==> config.mk <==
export PLATFORM = sky130hd
export DESIGN_NAME = hosts_line_domain_extractor
export DESIGN_NICKNAME = d
export VERILOG_FILES = /design/src/sv/hlde_pkg.sv /design/src/sv/hlde_front.sv /design/src/sv/hlde_queue.sv /design/src/sv/hlde_back.sv /design/src/sv/hosts_line_domain_extractor.sv
export SDC_FILE = /design/constraint.sdc
export NUM_CORES = 1
export LEC_CHECK = 0
export ABC_AREA = 0
export BUFFER_PORTS_ARGS = -buffer_cell sky130_fd_sc_hd__buf_2
export CORE_UTILIZATION = 45
export DETAILED_ROUTE_END_ITERATION = 6
export GPL_TIMING_DRIVEN = 0
export PLACE_DENSITY = 0.69
export RECOVER_POWER = 50
export SKIP_CTS_REPAIR_TIMING = 1
export SLEW_MARGIN = 0
export SYNTH_ARGS = -nofsm -noshare
export SYNTH_HDL_FRONTEND = slang
export SYNTH_SLANG_ARGS = --single-unit
==> constraint.sdc <==
create_clock -name clk -period 5.1 [get_ports clk]
set_input_delay 0.255 -clock clk [delete_from_list [all_inputs] [get_ports clk]]
set_output_delay 0.255 -clock clk [all_outputs]
set_load 0.05 [all_outputs]
==> src/sv/hlde_pkg.sv <==
`default_nettype none
// ----------------------------------------------------------------------------
// hlde_pkg
// Shared types and constants for the hosts line domain extractor.
// ----------------------------------------------------------------------------
package hlde_pkg;

  // input item kinds
  localparam logic [1:0] KIND_DATA    = 2'd0;
  localparam logic [1:0] KIND_END     = 2'd1;
  localparam logic [1:0] KIND_STALL   = 2'd2;
  localparam logic [1:0] KIND_TIMEOUT = 2'd3;

  // result kinds
  localparam logic [1:0] RK_CHAR   = 2'd0;
  localparam logic [1:0] RK_COMMIT = 2'd1;
  localparam logic [1:0] RK_ABORT  = 2'd2;
  localparam logic [1:0] RK_FINAL  = 2'd3;

  // final status codes
  localparam logic [2:0] ST_OK      = 3'd0;
  localparam logic [2:0] ST_LARGE   = 3'd1;
  localparam logic [2:0] ST_TRIMMED = 3'd2;
  localparam logic [2:0] ST_EMPTY   = 3'd3;
  localparam logic [2:0] ST_TIMEOUT = 3'd4;

  // configuration register indexes
  localparam logic [1:0] REG_DOMAIN_CAP = 2'd0;
  localparam logic [1:0] REG_WARN_COUNT = 2'd1;
  localparam logic [1:0] REG_STALL_OK   = 2'd2;

  localparam logic [15:0] DOMAIN_CAP_RST = 16'd50000;
  localparam logic [15:0] WARN_COUNT_RST = 16'd40000;
  localparam logic [15:0] STALL_OK_RST   = 16'd5000;

  // characters of interest
  localparam logic [7:0] CH_NL   = 8'h0A;
  localparam logic [7:0] CH_CR   = 8'h0D;
  localparam logic [7:0] CH_SP   = 8'h20;
  localparam logic [7:0] CH_TAB  = 8'h09;
  localparam logic [7:0] CH_NUL  = 8'h00;
  localparam logic [7:0] CH_HASH = 8'h23;

  localparam logic [8:0] HELD_CR_MAX = 9'd511;

  // queue between front and back
  localparam int Q_DEPTH = 4;
  localparam int Q_AW    = $clog2(Q_DEPTH);

  typedef enum logic [2:0] {
    CL_OTHER,
    CL_NL,
    CL_BLANK,
    CL_CR,
    CL_NUL,
    CL_HASH
  } byte_class_t;

  typedef struct packed {
    logic [1:0] kind;
    logic [7:0] data_byte;
  } item_t;

  typedef struct packed {
    logic [1:0]  result_kind;
    logic [7:0]  domain_char;
    logic [8:0]  cr_before;
    logic [2:0]  status;
    logic [15:0] domain_count;
  } result_t;

  // classified item as held in the queue
  typedef struct packed {
    logic [1:0]  kind;
    byte_class_t cls;
    logic [7:0]  data_byte;
  } q_entry_t;

  typedef struct packed {
    logic        we;
    logic [1:0]  index;
    logic [15:0] data;
  } cfg_wr_t;

endpackage
`default_nettype wire

==> src/sv/hlde_front.sv <==
`default_nettype none
// ----------------------------------------------------------------------------
// hlde_front
// Accepts input transactions and tags each data byte with its class.
// ----------------------------------------------------------------------------
module hlde_front
  import hlde_pkg::*;
(
  input  wire logic     item_valid,
  output logic          item_stall,
  input  wire item_t    item,
  input  wire logic     q_full,
  output logic          q_push,
  output q_entry_t      q_wdata
);

  byte_class_t cls;

  always_comb begin
    priority if (item.data_byte == CH_NL) begin
      cls = CL_NL;
    end else if (item.data_byte == CH_SP || item.data_byte == CH_TAB) begin
      cls = CL_BLANK;
    end else if (item.data_byte == CH_CR) begin
      cls = CL_CR;
    end else if (item.data_byte == CH_NUL) begin
      cls = CL_NUL;
    end else if (item.data_byte == CH_HASH) begin
      cls = CL_HASH;
    end else begin
      cls = CL_OTHER;
    end
  end

  assign item_stall        = q_full;
  assign q_push            = item_valid && !q_full;
  assign q_wdata.kind      = item.kind;
  assign q_wdata.cls       = cls;
  assign q_wdata.data_byte = item.data_byte;

endmodule
`default_nettype wire

==> src/sv/hlde_queue.sv <==
`default_nettype none
// ----------------------------------------------------------------------------
// hlde_queue
// Short FIFO of classified items between the front and the back.
// ----------------------------------------------------------------------------
module hlde_queue
  import hlde_pkg::*;
(
  input  wire logic      clk,
  input  wire logic      rst,
  input  wire logic      push,
  input  wire q_entry_t  wdata,
  input  wire logic      pop,
  output q_entry_t       rdata,
  output logic           full,
  output logic           not_empty
);

  q_entry_t         mem [Q_DEPTH];
  logic [Q_AW-1:0]  wr_ptr;
  logic [Q_AW-1:0]  rd_ptr;
  logic [Q_AW:0]    fill;

  always_ff @(posedge clk) begin
    if (push) begin
      mem[wr_ptr] <= wdata;
    end
  end

  always_ff @(posedge clk) begin
    if (rst) begin
      wr_ptr <= '0;
      rd_ptr <= '0;
      fill   <= '0;
    end else begin
      if (push) wr_ptr <= wr_ptr + 1'b1;
      if (pop)  rd_ptr <= rd_ptr + 1'b1;
      unique case ({push, pop})
        2'b10:   fill <= fill + 1'b1;
        2'b01:   fill <= fill - 1'b1;
        default: fill <= fill;
      endcase
    end
  end

  assign rdata     = mem[rd_ptr];
  assign full      = (fill == (Q_AW+1)'(Q_DEPTH));
  assign not_empty = (fill != '0);

endmodule
`default_nettype wire

==> src/sv/hlde_back.sv <==
`default_nettype none
// ----------------------------------------------------------------------------
// hlde_back
// Line parser: walks the phases of a hosts line, holds the domain counters
// and drives the registered result stage.
// ----------------------------------------------------------------------------
module hlde_back
  import hlde_pkg::*;
#(
  parameter int LINE_BUFFER_BYTES = 512
)
(
  input  wire logic      clk,
  input  wire logic      rst,
  input  wire cfg_wr_t   cfg,
  input  wire logic      q_not_empty,
  input  wire q_entry_t  q_rdata,
  output logic           q_pop,
  output logic           result_valid,
  input  wire logic      result_stall,
  output result_t        result
);

  localparam int LL_W = $clog2(LINE_BUFFER_BYTES);
  localparam logic [LL_W-1:0] LL_LIMIT = LL_W'(LINE_BUFFER_BYTES - 1);

  typedef enum logic [4:0] {
    PH_LEAD = 5'b00001,
    PH_ADDR = 5'b00010,
    PH_GAP  = 5'b00100,
    PH_HOST = 5'b01000,
    PH_DONE = 5'b10000
  } phase_t;

  logic [15:0] domain_cap;
  logic [15:0] warn_count;
  logic [15:0] stall_ok_count;

  phase_t          phase, phase_next;
  logic [LL_W-1:0] line_length, line_length_next;
  logic [8:0]      held_returns, held_returns_next;
  logic            host_emitted, host_emitted_next;
  logic [15:0]     committed_count, committed_count_next;
  logic            large_flag, large_flag_next;
  logic            halted_flag, halted_flag_next;

  logic            step;
  logic            res_fire;
  result_t         res;
  logic [15:0]     count_inc;

  always_ff @(posedge clk) begin
    if (rst) begin
      domain_cap     <= DOMAIN_CAP_RST;
      warn_count     <= WARN_COUNT_RST;
      stall_ok_count <= STALL_OK_RST;
    end else if (cfg.we) begin
      unique case (cfg.index)
        REG_DOMAIN_CAP: domain_cap     <= cfg.data;
        REG_WARN_COUNT: warn_count     <= cfg.data;
        REG_STALL_OK:   stall_ok_count <= cfg.data;
        default: ;
      endcase
    end
  end

  assign step      = q_not_empty && (!result_valid || !result_stall);
  assign q_pop     = step;
  assign count_inc = committed_count + 16'd1;

  always_comb begin
    phase_next           = phase;
    line_length_next     = line_length;
    held_returns_next    = held_returns;
    host_emitted_next    = host_emitted;
    committed_count_next = committed_count;
    large_flag_next      = large_flag;
    halted_flag_next     = halted_flag;
    res_fire             = 1'b0;
    res                  = '0;

    if (q_rdata.kind != KIND_DATA) begin
      res_fire         = 1'b1;
      res.result_kind  = RK_FINAL;
      res.domain_count = committed_count;
      priority if (halted_flag) begin
        res.status = ST_TRIMMED;
      end else if (q_rdata.kind == KIND_TIMEOUT) begin
        res.status = ST_TIMEOUT;
      end else if (q_rdata.kind == KIND_STALL && committed_count >= stall_ok_count) begin
        res.status = ST_OK;
      end else if (large_flag || committed_count >= warn_count) begin
        res.status = ST_LARGE;
      end else if (committed_count == '0) begin
        res.status = ST_EMPTY;
      end else begin
        res.status = ST_OK;
      end
      // fresh stream
      phase_next           = PH_LEAD;
      line_length_next     = '0;
      held_returns_next    = '0;
      host_emitted_next    = 1'b0;
      committed_count_next = '0;
      large_flag_next      = 1'b0;
      halted_flag_next     = 1'b0;
    end else if (!halted_flag) begin
      if (q_rdata.cls == CL_NL) begin
        phase_next        = PH_LEAD;
        line_length_next  = '0;
        held_returns_next = '0;
        host_emitted_next = 1'b0;
        if (host_emitted) begin
          res_fire = 1'b1;
          if (committed_count >= domain_cap) begin
            halted_flag_next = 1'b1;
            res.result_kind  = RK_ABORT;
          end else begin
            committed_count_next = count_inc;
            if (count_inc == warn_count) large_flag_next = 1'b1;
            res.result_kind = RK_COMMIT;
          end
        end
      end else if (line_length >= LL_LIMIT) begin
        // line buffer overflow: restart the line
        phase_next        = PH_LEAD;
        line_length_next  = '0;
        held_returns_next = '0;
        host_emitted_next = 1'b0;
        if (host_emitted) begin
          res_fire        = 1'b1;
          res.result_kind = RK_ABORT;
        end
      end else begin
        line_length_next = line_length + 1'b1;
        unique case (phase)
          PH_LEAD: begin
            unique case (q_rdata.cls)
              CL_BLANK, CL_CR: ;
              CL_NUL, CL_HASH: phase_next = PH_DONE;
              default:         phase_next = PH_ADDR;
            endcase
          end
          PH_ADDR: begin
            if (q_rdata.cls == CL_BLANK) phase_next = PH_GAP;
            else if (q_rdata.cls == CL_NUL) phase_next = PH_DONE;
          end
          PH_GAP, PH_HOST: begin
            unique case (q_rdata.cls)
              CL_BLANK: begin
                if (phase == PH_HOST) phase_next = PH_DONE;
              end
              CL_NUL, CL_HASH: phase_next = PH_DONE;
              CL_CR: begin
                phase_next = PH_HOST;
                if (phase == PH_GAP) begin
                  held_returns_next = 9'd1;
                end else if (held_returns < HELD_CR_MAX) begin
                  held_returns_next = held_returns + 9'd1;
                end
              end
              default: begin
                res_fire          = 1'b1;
                res.result_kind   = RK_CHAR;
                res.domain_char   = q_rdata.data_byte;
                res.cr_before     = held_returns;
                held_returns_next = '0;
                host_emitted_next = 1'b1;
                phase_next        = PH_HOST;
              end
            endcase
          end
          default: ;
        endcase
      end
    end
  end

  always_ff @(posedge clk) begin
    if (rst) begin
      phase           <= PH_LEAD;
      line_length     <= '0;
      held_returns    <= '0;
      host_emitted    <= 1'b0;
      committed_count <= '0;
      large_flag      <= 1'b0;
      halted_flag     <= 1'b0;
      result_valid    <= 1'b0;
    end else begin
      if (step) begin
        phase           <= phase_next;
        line_length     <= line_length_next;
        held_returns    <= held_returns_next;
        host_emitted    <= host_emitted_next;
        committed_count <= committed_count_next;
        large_flag      <= large_flag_next;
        halted_flag     <= halted_flag_next;
        result_valid    <= res_fire;
      end else if (!result_stall) begin
        result_valid <= 1'b0;
      end
    end
  end

  always_ff @(posedge clk) begin
    if (step && res_fire) begin
      result <= res;
    end
  end

  // held CRs only exist once the host has started; a cut host keeps them
  a_held_in_host: assert property (@(posedge clk) disable iff (rst)
    held_returns != '0 |-> (phase == PH_HOST || phase == PH_DONE))
    else $error("held CR count outside host phase");

  a_line_bound: assert property (@(posedge clk) disable iff (rst)
    line_length <= LL_LIMIT)
    else $error("line length beyond buffer");

  a_emitted_phase: assert property (@(posedge clk) disable iff (rst)
    host_emitted |-> (phase == PH_HOST || phase == PH_DONE))
    else $error("host emitted in wrong phase");

  a_end_clears: assert property (@(posedge clk) disable iff (rst)
    step && q_rdata.kind != KIND_DATA |=>
      committed_count == '0 && !halted_flag && !large_flag && result_valid)
    else $error("end transaction did not reset the stream");

endmodule
`default_nettype wire

==> src/sv/hosts_line_domain_extractor.sv <==
`default_nettype none
// ----------------------------------------------------------------------------
// hosts_line_domain_extractor
// Pulls the host token out of each line of a hosts-file byte stream.
// ----------------------------------------------------------------------------
// Usage:
//   item channel   : item_valid / item_stall / item. Each transaction is a
//                    data byte or an end marker (normal, stall, timeout).
//   result channel : result_valid / result_stall / result. At most one
//                    result per input transaction: a host character with
//                    its held CR count, a commit, an abort or a final status.
//   cfg port       : cfg_write / cfg_index / cfg_data, written only while
//                    idle; out-of-range indexes are ignored.
// With the queue empty, an accepted transaction is written into the queue and
// then into the result register. Throughput is one transaction per cycle while
// result_stall is low; the single parser state update in the back end sets it.
// Reset (rst, synchronous) empties the queue, drops any pending result and
// loads the register defaults (cap 50000, warn 40000, stall-ok 5000).
// When result_stall is held the result register keeps its transaction; the
// four-entry queue keeps absorbing input, and item_stall rises once it fills.
// ----------------------------------------------------------------------------
module hosts_line_domain_extractor
  import hlde_pkg::*;
#(
  parameter int LINE_BUFFER_BYTES = 512
)
(
  input  wire logic        clk,
  input  wire logic        rst,
  input  wire logic        item_valid,
  output logic             item_stall,
  input  wire item_t       item,
  output logic             result_valid,
  input  wire logic        result_stall,
  output result_t          result,
  input  wire logic        cfg_write,
  input  wire logic [1:0]  cfg_index,
  input  wire logic [15:0] cfg_data
);

  q_entry_t q_wdata;
  q_entry_t q_rdata;
  logic     q_push;
  logic     q_pop;
  logic     q_full;
  logic     q_not_empty;
  cfg_wr_t  cfg;

  assign cfg.we    = cfg_write;
  assign cfg.index = cfg_index;
  assign cfg.data  = cfg_data;

  // front end: classify the byte and push it into the queue
  hlde_front u_front (
    .item_valid (item_valid),
    .item_stall (item_stall),
    .item       (item),
    .q_full     (q_full),
    .q_push     (q_push),
    .q_wdata    (q_wdata)
  );

  // decouples input acceptance from result back-pressure
  hlde_queue u_queue (
    .clk       (clk),
    .rst       (rst),
    .push      (q_push),
    .wdata     (q_wdata),
    .pop       (q_pop),
    .rdata     (q_rdata),
    .full      (q_full),
    .not_empty (q_not_empty)
  );

  // back end: line parser, counters and result register
  hlde_back #(
    .LINE_BUFFER_BYTES (LINE_BUFFER_BYTES)
  ) u_back (
    .clk          (clk),
    .rst          (rst),
    .cfg          (cfg),
    .q_not_empty  (q_not_empty),
    .q_rdata      (q_rdata),
    .q_pop        (q_pop),
    .result_valid (result_valid),
    .result_stall (result_stall),
    .result       (result)
  );

endmodule
`default_nettype wire

* After elaboration in Yosys (flattened, before gate mapping)
Memory sizes are Yosys's and may differ from the RTL's. A register that Yosys moved wholly into a read port is not among the register bits.
Index checks and enable logic that the tools add are counted.
** Storage, ports and cells
- Flip-flop bits (word level) :: 136
- Bits in latches :: 0
- RAM bits :: 52
- ROM bits :: 0
- Output and inout bits :: 40
- Logic and storage cells :: 183
- Memories kept :: 1
** Memory list
- u_queue.mem :: depth 4, bits a word 13, rd ports 1, clocked after Yosys merged registers in 1, write ports 1, RTL line hlde_queue.sv:19 : q_entry_t mem [Q_DEPTH];
** Operators by class
- $add $sub $neg :: 7
- $mul :: 0
- Div/mod/pow operators :: 0
- $lt $le $gt $ge :: 5
- Eq/ne operators :: 31
- Shift-type cells :: 0
- Mux-type cells :: 78
- Bitwise logic cells :: 2
- Reduce and logical (&&, ||, !) cells :: 38
** Operators with widths (number)
- 9-bit two-way mux :: 11
- 16-bit two-way mux :: 5
- 17-bit two-way mux :: 3
- 16-bit greater-or-equal comparator :: 3
- 19-bit two-way mux :: 2
- 5-bit two-way mux :: 7
- 1-bit two-way mux :: 28
- 8-bit by 4-bit == test with 1-bit output (second input constant) :: 3
- 3-bit two-way mux :: 8
- 5-bit one-hot mux with 2 select lines :: 2
- 9-bit by 1-bit adder with 9-bit output (second input constant) :: 2
- 2-bit two-way mux :: 9
- 9-bit one-hot mux with 2 select lines :: 1
- 16-bit by 1-bit adder with 16-bit output (second input constant) :: 1
- 16-bit == test :: 1
- 8-bit by 6-bit == test with 1-bit output (second input constant) :: 2
- 16-bit logical NOT :: 1
- 5-bit one-hot mux with 3 select lines :: 1
- 6-bit by 1-bit inequality test with 1-bit output (second input constant) :: 2
- 6-bit AND reduction :: 2
- 5-bit AND reduction :: 2
- 2-bit nonzero test :: 5
- 3-bit == test (second input constant) :: 3
- 9-bit greater-or-equal comparator (second input constant) :: 1
- 33 further kinds :: 56

* Depth between registers and ports, before layout
Gate-level depths: netlist of run 1.
- Depth after elaboration :: 9
- Mapped depth :: 11

* By module
Synthesis of run 1 repeated with hierarchy kept, for this count alone.
** Unflattened totals
- Cell total of the unflattened synthesis :: 949
- Area, all modules :: 9646.8 um^2
** By module, submodules not included
- hlde_back :: instances 1, cells an instance 813, area each 7148.1 um^2
- hlde_queue :: instances 1, cells an instance 110, area each 2308.5 um^2
- hlde_front :: instances 1, cells an instance 26, area each 190.2 um^2

* Worst setup path after synthesis of run 1
No wires, ideal clock.
- Path kind :: reg-to-reg
- Start point :: register with a tool-made name
- End point :: register u_back.result[0] (netlist name)
- Data arrival time :: 3340 ps
- Required time :: 4667 ps
- Slack :: 1326 ps
- Stages on the path, launching flop included :: 7
- Clock period less this slack :: 3774 ps
- Cells stage by stage :: dfxtp_1 -> mux4_2 -> or3b_4 -> nand2_1 -> mux2_2 -> a21oi_1 -> nor2_1

* Worst setup path after layout of run 1
- Start point :: register u_queue.fill[0]
- End point :: register u_queue.fill[2]
** RTL lines
- start, declared :: RTL line hlde_queue.sv:22 : logic [Q_AW:0] fill;
- start signal, assigned :: RTL line hlde_queue.sv:39 : 2'b10: fill <= fill + 1'b1;
- start signal, assigned :: RTL line hlde_queue.sv:40 : 2'b01: fill <= fill - 1'b1;
- start signal, assigned :: RTL line hlde_queue.sv:41 : default: fill <= fill;
- 3-bit nonzero test * :: RTL line hlde_queue.sv:48 : assign not_empty = (fill != '0);
- 1-bit logical AND * :: RTL line hlde_back.sv:67 : assign step = q_not_empty && (!result_valid || !result_stall);
- named net q_pop :: RTL line hosts_line_domain_extractor.sv:44 : logic q_pop;
- 2-bit by 1-bit == test with 1-bit output / 2-bit == test (equally long branches) :: RTL line hlde_queue.sv:38 : unique case ({push, pop})
- 3-bit one-hot mux with 2 select lines / 2-bit nonzero test (equally long branches)
The timed path passes the listed nets; every way through them passes the cells marked *.
A chain may end at the register's enable or synchronous reset.

==> results of run 1 <==
==> final cells by class <==
cell class	instances	area share, %
buffer	43	1.562
clock buffer	17	3.934
clock inverter	15	1.944
inverter	65	2.256
multi-input combinational	639	40.79
sequential	190	43.51
tap	270	3.124
timing repair buffer	72	2.881
==> per-layer routing <==
metal  share of wire, %  track usage, %  vias to the layer above
met3                6.5           4.815                       27
met4                1.7           7.835                        0
met2                 44           32.92                      234
met5                  0               0                        -
met1                 47           28.81                     3342
li1                   -               -                     3580
==> path summary, 6_finish.rpt <==
check | from | endpoint | depth (start not counted)
setup reg to reg | u_queue.fill[0] | u_queue.fill[2] | 9
hold / removal | cfg_data[4] | u_back.domain_cap[4] | 2
setup / recovery | u_queue.fill[0] | u_queue.fill[2] | 9
hold reg to reg | u_back.domain_cap[5] | u_back.domain_cap[5] | 2
==> state kept, by name (all words and copies together) (netlist names), 2 cells and up, named ones only <==
register,count
u_back.result,38
u_back.committed_count,16
u_back.warn_count,16
u_back.held_returns,9
u_back.stall_ok_count,16
u_back.phase,5
u_queue.rd_ptr,2
u_back.domain_cap,16
u_back.line_length,9
u_queue.mem,52
u_queue.wr_ptr,2
u_queue.fill,3
==> power by group through the flow <==
stage / Sequential [µW] / Combinational (µW) / Clock, µW
3_3_place_gp: 2010 / 1670 / 0
2_1_floorplan: 2440 / 830 / 0
5_1_grt: 1990 / 1840 / 1460
3_5_place_dp: 2000 / 1730 / 0
6_report: 1970 / 1700 / 1380
4_1_cts: 1960 / 1740 / 1410
==> synth_stat cells (11+ instances only) <==
master    number  area share (%)
ha_1          58             7.6
and2_1        41             2.7
edfxtp_1      90              28
nand4_1       21             1.4
a211o_1       19             1.7
or3_1         15            0.99
xor2_1        19             1.7
nand2_1       96             3.8
inv_1         65             2.6
dfxtp_1      100              21
mux4_2        13             3.1
xnor2_1       16             1.5
and3_1        11            0.72
nor2_1        60             2.4
clkbuf_1      37             1.5
nor3_1        17            0.89
nand3_1       20             1.1
o21ai_0       25             1.3
a21o_1        13             1.0
a21oi_1       69             3.6
==> cell families (layout without fill, tap and decap cells) <==
logic type / Yosys count / after routing / share of synthesized area [%]
AO/OA/AOI/OAI: 185 / 185 / 12.85
XOR/XNOR: 35 / 35 / 3.220
AND/OR/NAND/NOR: 343 / 343 / 18.82
multiplexers: 17 / 17 / 3.522
buffers and inverters: 108 / 212 / 4.337
adder cells (fa/ha/maj): 59 / 59 / 7.833
flip-flops: 190 / 190 / 49.42
==> metrics by stage <==
stage / std cells / hold WS [ns] / cell area [µm²]
2_1_floorplan: 937 / 0.3539 / 9520
3_3_place_gp: 1278 / 0.4428 / 10210
3_5_place_dp: 1279 / 0.4478 / 10240
4_1_cts: 1311 / 0.01468 / 10880
5_1_grt: 1311 / 0.05479 / 10810
6_report: 1311 / 0.04870 / 10810
==> results.yml, run 1 <==
final_layout:
  layout_common_cells: "dfxtp_1, nand2_1, edfxtp_1, clkbuf_1, a21oi_1"
  layout.nets: 1120
  final-seq-area_um2: 4705
  drive_above_1_share_pct: 8.069
  final_common_cell: "dfxtp_1"
  antennaDiodeCount: 0
  multiInputGateArea_um2: 4410
  fillerInstances: 1867
  area_delta_synth_final_pct: 13.58
  final_util_pct: 52.76
yosys:
  synth_flop_cell: "dfxtp_1"
  syn_inst: 937
  synthesis.nets: 1029
  synth_area_per_cell_um2: 10.16
  syn-cell-area_um2: 9520
  synthArstFlopShare_pct: 0
  synth_edf_count: 90
  synth_seq_cells: 190
  yosys_warnings: 0
  ys_seq_area_share_pct: 49.42
  ys_types: 73
placement:
  post-place-ws_ns: 1.828
  io_buffer_count: 71
  dp_hpwl_um: 16210
  place_congestion: 0.9003
sta:
  finClkSkew_ns: 0.01102
  rsz0062_at_grt: "no"
  tns_ns: 0
  max_freq_ghz: 0.2975
  period_share_pct: 65.91
  finalWorstSetupSlack_ns: 1.739
  drv_slew: 0
  worst_pin_slew_ns: 1.289
  relSlewSlack_pct: 13.36
  setup_violations: 0
  fin_crit_ns: 3.361
  hold_viol: 0
floorplan:
  die_y_um: 147.5
  initial_core_util_pct: 46.45
  rows: 52
  pin_count: 73
  die_w_um: 147.5
  die-area_um2: 21740
  core_um2: 20490
power:
  totalPowerFinal_uw: 5054
  p_leak_uw: 0.004030
  intPower_uw: 3042
  cellPowerDensity_nw_per_um2: 467.4
  switchingPower_uw: 2012
  power_frac_comb_pct: 33.7
  power_frac_clock_pct: 27.4
  ir_worst_vdd_mv: 0.3158
  share_seq_of_total_power_pct: 38.9
  sw_frac_of_total_pct: 39.81
setup_path:
  crit_family: "compound AO/OA/AOI/OAI gates"
  reg2reg_slack_ns: 1.74
  crit_buf_inv: 3
  worst_path_max_delay_cell: "o31ai_1"
  cp_slowest_stage_delay_ns: 1.05
  crit_top_cell: "inv_1"
  endpoint_kind: "flop"
  cp-start-kind: "flop"
  crit_path_cell_trace: "o31ai_1 > inv_1 > clkbuf_1 > ha_1 > inv_1 > fa_1 > xor2_1 > or3_1 > a21oi_1"
  crit_arrival_ns: 3.73
  worstSetupPathType: "reg2reg"
  worstPathRequired_ns: 5.47
  cp_max_fo: 10
clocking:
  cts_tree: "yes"
  clk_latency_ns: 0.44
  cts-root-buf: "clkbuf_16"
  clkTransAtPathRegs_ns: 0.08
  cts.sinks: 190
  cts_inserted_buffers: 17
  clockBufferDepth: 2
  cts-htree-levels: 4
detailed_routing:
  first_iter_violations: 611
  drtPass1Iterations: 5
  post_drt_wl_per_cell_um: 16.71
  num_vias: 7183
  viasPerCell: 5.479
  routed_wl_um: 21910
  drc: 0
  ant_nets: 0
status:
  outcome: "completed"
min_path:
  hold_class: "in2reg"
global_routing:
  grt_pass1_wl_um: 35590
  grt_max_degree: 30
  grt_remaining_overflow: 0
  grt_pass1_vias: 6897
  antenna_found_initial: 0
  grt_usage_pct: 21.15
run:
  maxCapViolations: 0
No activity file was read; power rests on OpenSTA's default activity.
==> run 2: changes to the inputs <==
--- a/config.mk
+++ b/config.mk
@@ -5,7 +5,7 @@
 export SDC_FILE = /design/constraint.sdc
 export NUM_CORES = 1
 export LEC_CHECK = 0
-export ABC_AREA = 0
+export ABC_AREA = 1
 export BUFFER_PORTS_ARGS = -buffer_cell sky130_fd_sc_hd__buf_2
 export CORE_UTILIZATION = 45
 export DETAILED_ROUTE_END_ITERATION = 6
==> constraint.sdc (replaced) <==
create_clock -name clk -period 3.3 [get_ports clk]
set_input_delay 0.165 -clock clk [delete_from_list [all_inputs] [get_ports clk]]
set_output_delay 0.165 -clock clk [all_outputs]
set_load 0.05 [all_outputs]
==> run 2 against run 1 <==
Against the previous run:
- sequential cell count did not move
- the run now ends with negative hold slack left
- routed wire length rose by 7.4%
- sequential power rose by 68%
- clock skew rose by 0.0040 ns
- count of clock-buffer cells in the layout did not move
- first-iteration DRC count fell by 2.8%
- critical path depth rose by 1
- die area rose by 1.1%
==> results.yml, run 2 <==
status:
  outcome: "complete, but fails checks"
  violations: "negative hold slack"
final_layout:
  final_util_pct: 52.63
  layout_common_cells: "nand2_1, nor2_1, inv_1, a21oi_1, dfxtp_1"
  largest_reg_flops: 52
  area_delta_synth_final_pct: 14.92
  layout.nets: 1356
  regMostFlops: "u_queue.mem"
  final_common_cell: "nand2_1"
  reg_top3: "u_queue.mem x52, u_back.result x38"
  antennaDiodeCount: 0
  drive_above_1_share_pct: 6.735
  final_cells: 1552
detailed_routing:
  drtPass1Iterations: 5
  post_drt_wl_per_cell_um: 15.16
  viasPerCell: 5.220
  num_vias: 8101
  routed_wl_um: 23530
  first_iter_violations: 594
  ant_nets: 0
  drc: 0
yosys:
  ys_types: 43
  ys_seq_area_share_pct: 48.86
  synthesis.nets: 1251
  syn-cell-area_um2: 9628
  yosysTopAreaCellShare_pct: 28.07
  yosys_warnings: 0
  synth.area.top_cells: "edfxtp_1, dfxtp_1, nand2_1, ha_1, nor2_1"
  synth_flop_cell: "dfxtp_1"
  synth_edf_count: 90
  synth_common_cells: "nand2_1, nor2_1, inv_1, a21oi_1, dfxtp_1"
  synthArstFlopShare_pct: 0
  synth_seq_cells: 190
  syn_inst: 1159
  yosys.area.top_type: "edfxtp_1"
  synth_area_per_cell_um2: 8.307
  synth_most_common_cell: "nand2_1"
floorplan:
  initial_core_util_pct: 45.80
  rows: 53
  die_w_um: 148.3
  die_y_um: 148.3
  core_um2: 21020
  die-area_um2: 21980
  pin_count: 73
sta:
  max_freq_ghz: 0.3443
  period_share_pct: 88.01
  fin_crit_ns: 2.904
  drv_slew: 0
  finalWorstSetupSlack_ns: 0.3955
  finClkSkew_ns: 0.01505
  setup_violations: 0
  tns_ns: 0
  hold_viol: 8
  hold_slack_ns: -0.02743
  worst_pin_slew_ns: 1.287
  rsz0062_at_grt: "no"
  relSlewSlack_pct: 13.86
clocking:
  cts_inserted_buffers: 17
  clk_latency_ns: 0.45
  cts.sinks: 190
  cts_tree: "yes"
  clkTransAtPathRegs_ns: 0.09
  cts-root-buf: "clkbuf_16"
  clockBufferDepth: 2
  cts-htree-levels: 4
run:
  maxCapViolations: 0
setup_path:
  crit_path_cell_trace: "clkbuf_1 > nand2_1 > nand3_1 > nand2_1 > nand2_4 > inv_4 > clkbuf_1 > nand4_1 > buf_2 > a21oi_1"
  crit_arrival_ns: 3.19
  worstPathRequired_ns: 3.58
  cp_slowest_stage_delay_ns: 0.53
  crit_buf_inv: 4
  worst_path_max_delay_cell: "nand4_1"
  worstSetupPathType: "reg2reg"
  endpoint_kind: "flop"
  crit_family: "buffers and inverters"
  cp-start-kind: "flop"
  cp_max_fo: 10
power:
  power_frac_clock_pct: 23.9
  sw_frac_of_total_pct: 45.04
  intPower_uw: 5100
  switchingPower_uw: 4180
  cellPowerDensity_nw_per_um2: 838.7
  ir_worst_vdd_mv: 0.5713
  p_leak_uw: 0.004569
  power_frac_comb_pct: 40.4
  share_seq_of_total_power_pct: 35.7
placement:
  post-place-ws_ns: 0.5627
  io_buffer_count: 72
  place_congestion: 0.9036
  dp_cells: 1507
  dp_hpwl_um: 17140
global_routing:
  grt_pass1_vias: 7351
  grt_max_degree: 26
  antenna_found_initial: 0
  grt_pass1_wl_um: 37650
  grt_remaining_overflow: 0
  grt_usage_pct: 22.29
min_path:
  hold_class: "in2reg"
## run 2: cell types whose count changed in the layout (fill, tap and decap cells not counted), moves of 15 or more
cell,delta
xnor2_1,-16
or3_1,-15
nand3_1,+38
a211o_1,-19
inv_1,+76
and2_1,-38
nor2_1,+96
a21oi_1,+34
o21ai_0,+63
nand2_1,+121
o211ai_1,+16
## run 2: layout make-up
type,instances,area (µm²)
fillers,1977,9957
flip-flops and latches,190,4705
multi-input cells,789,4199
inverters,148,560.5
repair buffers,86,452.9
clock buffers,17,425.4
well taps,275,344.1
clock inverters,15,222.7
plain buffers,32,155.1
## run 2: logic make-up (layout without fill, tap and decap cells)
logic type	Yosys count	count (layout)	share of synthesized area, %
xor gates and xnor gates	12	12	1.092
buffers and inverters	180	298	7.524
adders and majority gates	59	59	7.745
DFF	190	190	48.86
and+or+nand+nor	496	496	22.22
AOI/OAI and AO/OA	222	222	12.55
## run 2: final timing paths
check                                               from                  endpoint  slack [ns]  depth (start not counted)
worst max-delay path                                flop         u_back.result[35]        0.40                         10
worst min-delay path                        cfg_data[15]     u_back.domain_cap[15]       -0.03                          3
worst max register to register                      flop         u_back.result[35]        0.40                         10
worst min register to register  u_back.stall_ok_count[5]  u_back.stall_ok_count[5]        0.46                          2
## run 2: power groups by stage
stage	clock network, µW	logic [µW]	registers (µW)
6_report	2220	3750	3310
5_1_grt	2320	4120	3360
4_1_cts	2240	3810	3310
3_5_place_dp	0	3790	3360
3_3_place_gp	0	3680	3370
2_1_floorplan	0	1960	4180
## run 2: per-stage QoR
stage,cell area (µm²),total power (µW)
2_1_floorplan,9628,6136
3_3_place_gp,10330,7050
3_5_place_dp,10360,7148
4_1_cts,11010,9364
5_1_grt,11060,9806
6_report,11060,9280
## run 2: metal layers
metal	share of wire, %	global-route usage [%]
met1	48	31.06
met2	45	34.98
met3	5.6	3.313
met4	1.9	8.454
met5	0	0
## run 2: worst reg2reg max path, cell delays in order (launching register included)
cell,delay [ns]
dfxtp_1,0.33
clkbuf_1,0.23
nand2_1,0.11
nand3_1,0.08
nand2_1,0.17
nand2_4,0.14
inv_4,0.12
clkbuf_1,0.43
nand4_1,0.53
buf_2,0.40
a21oi_1,0.22
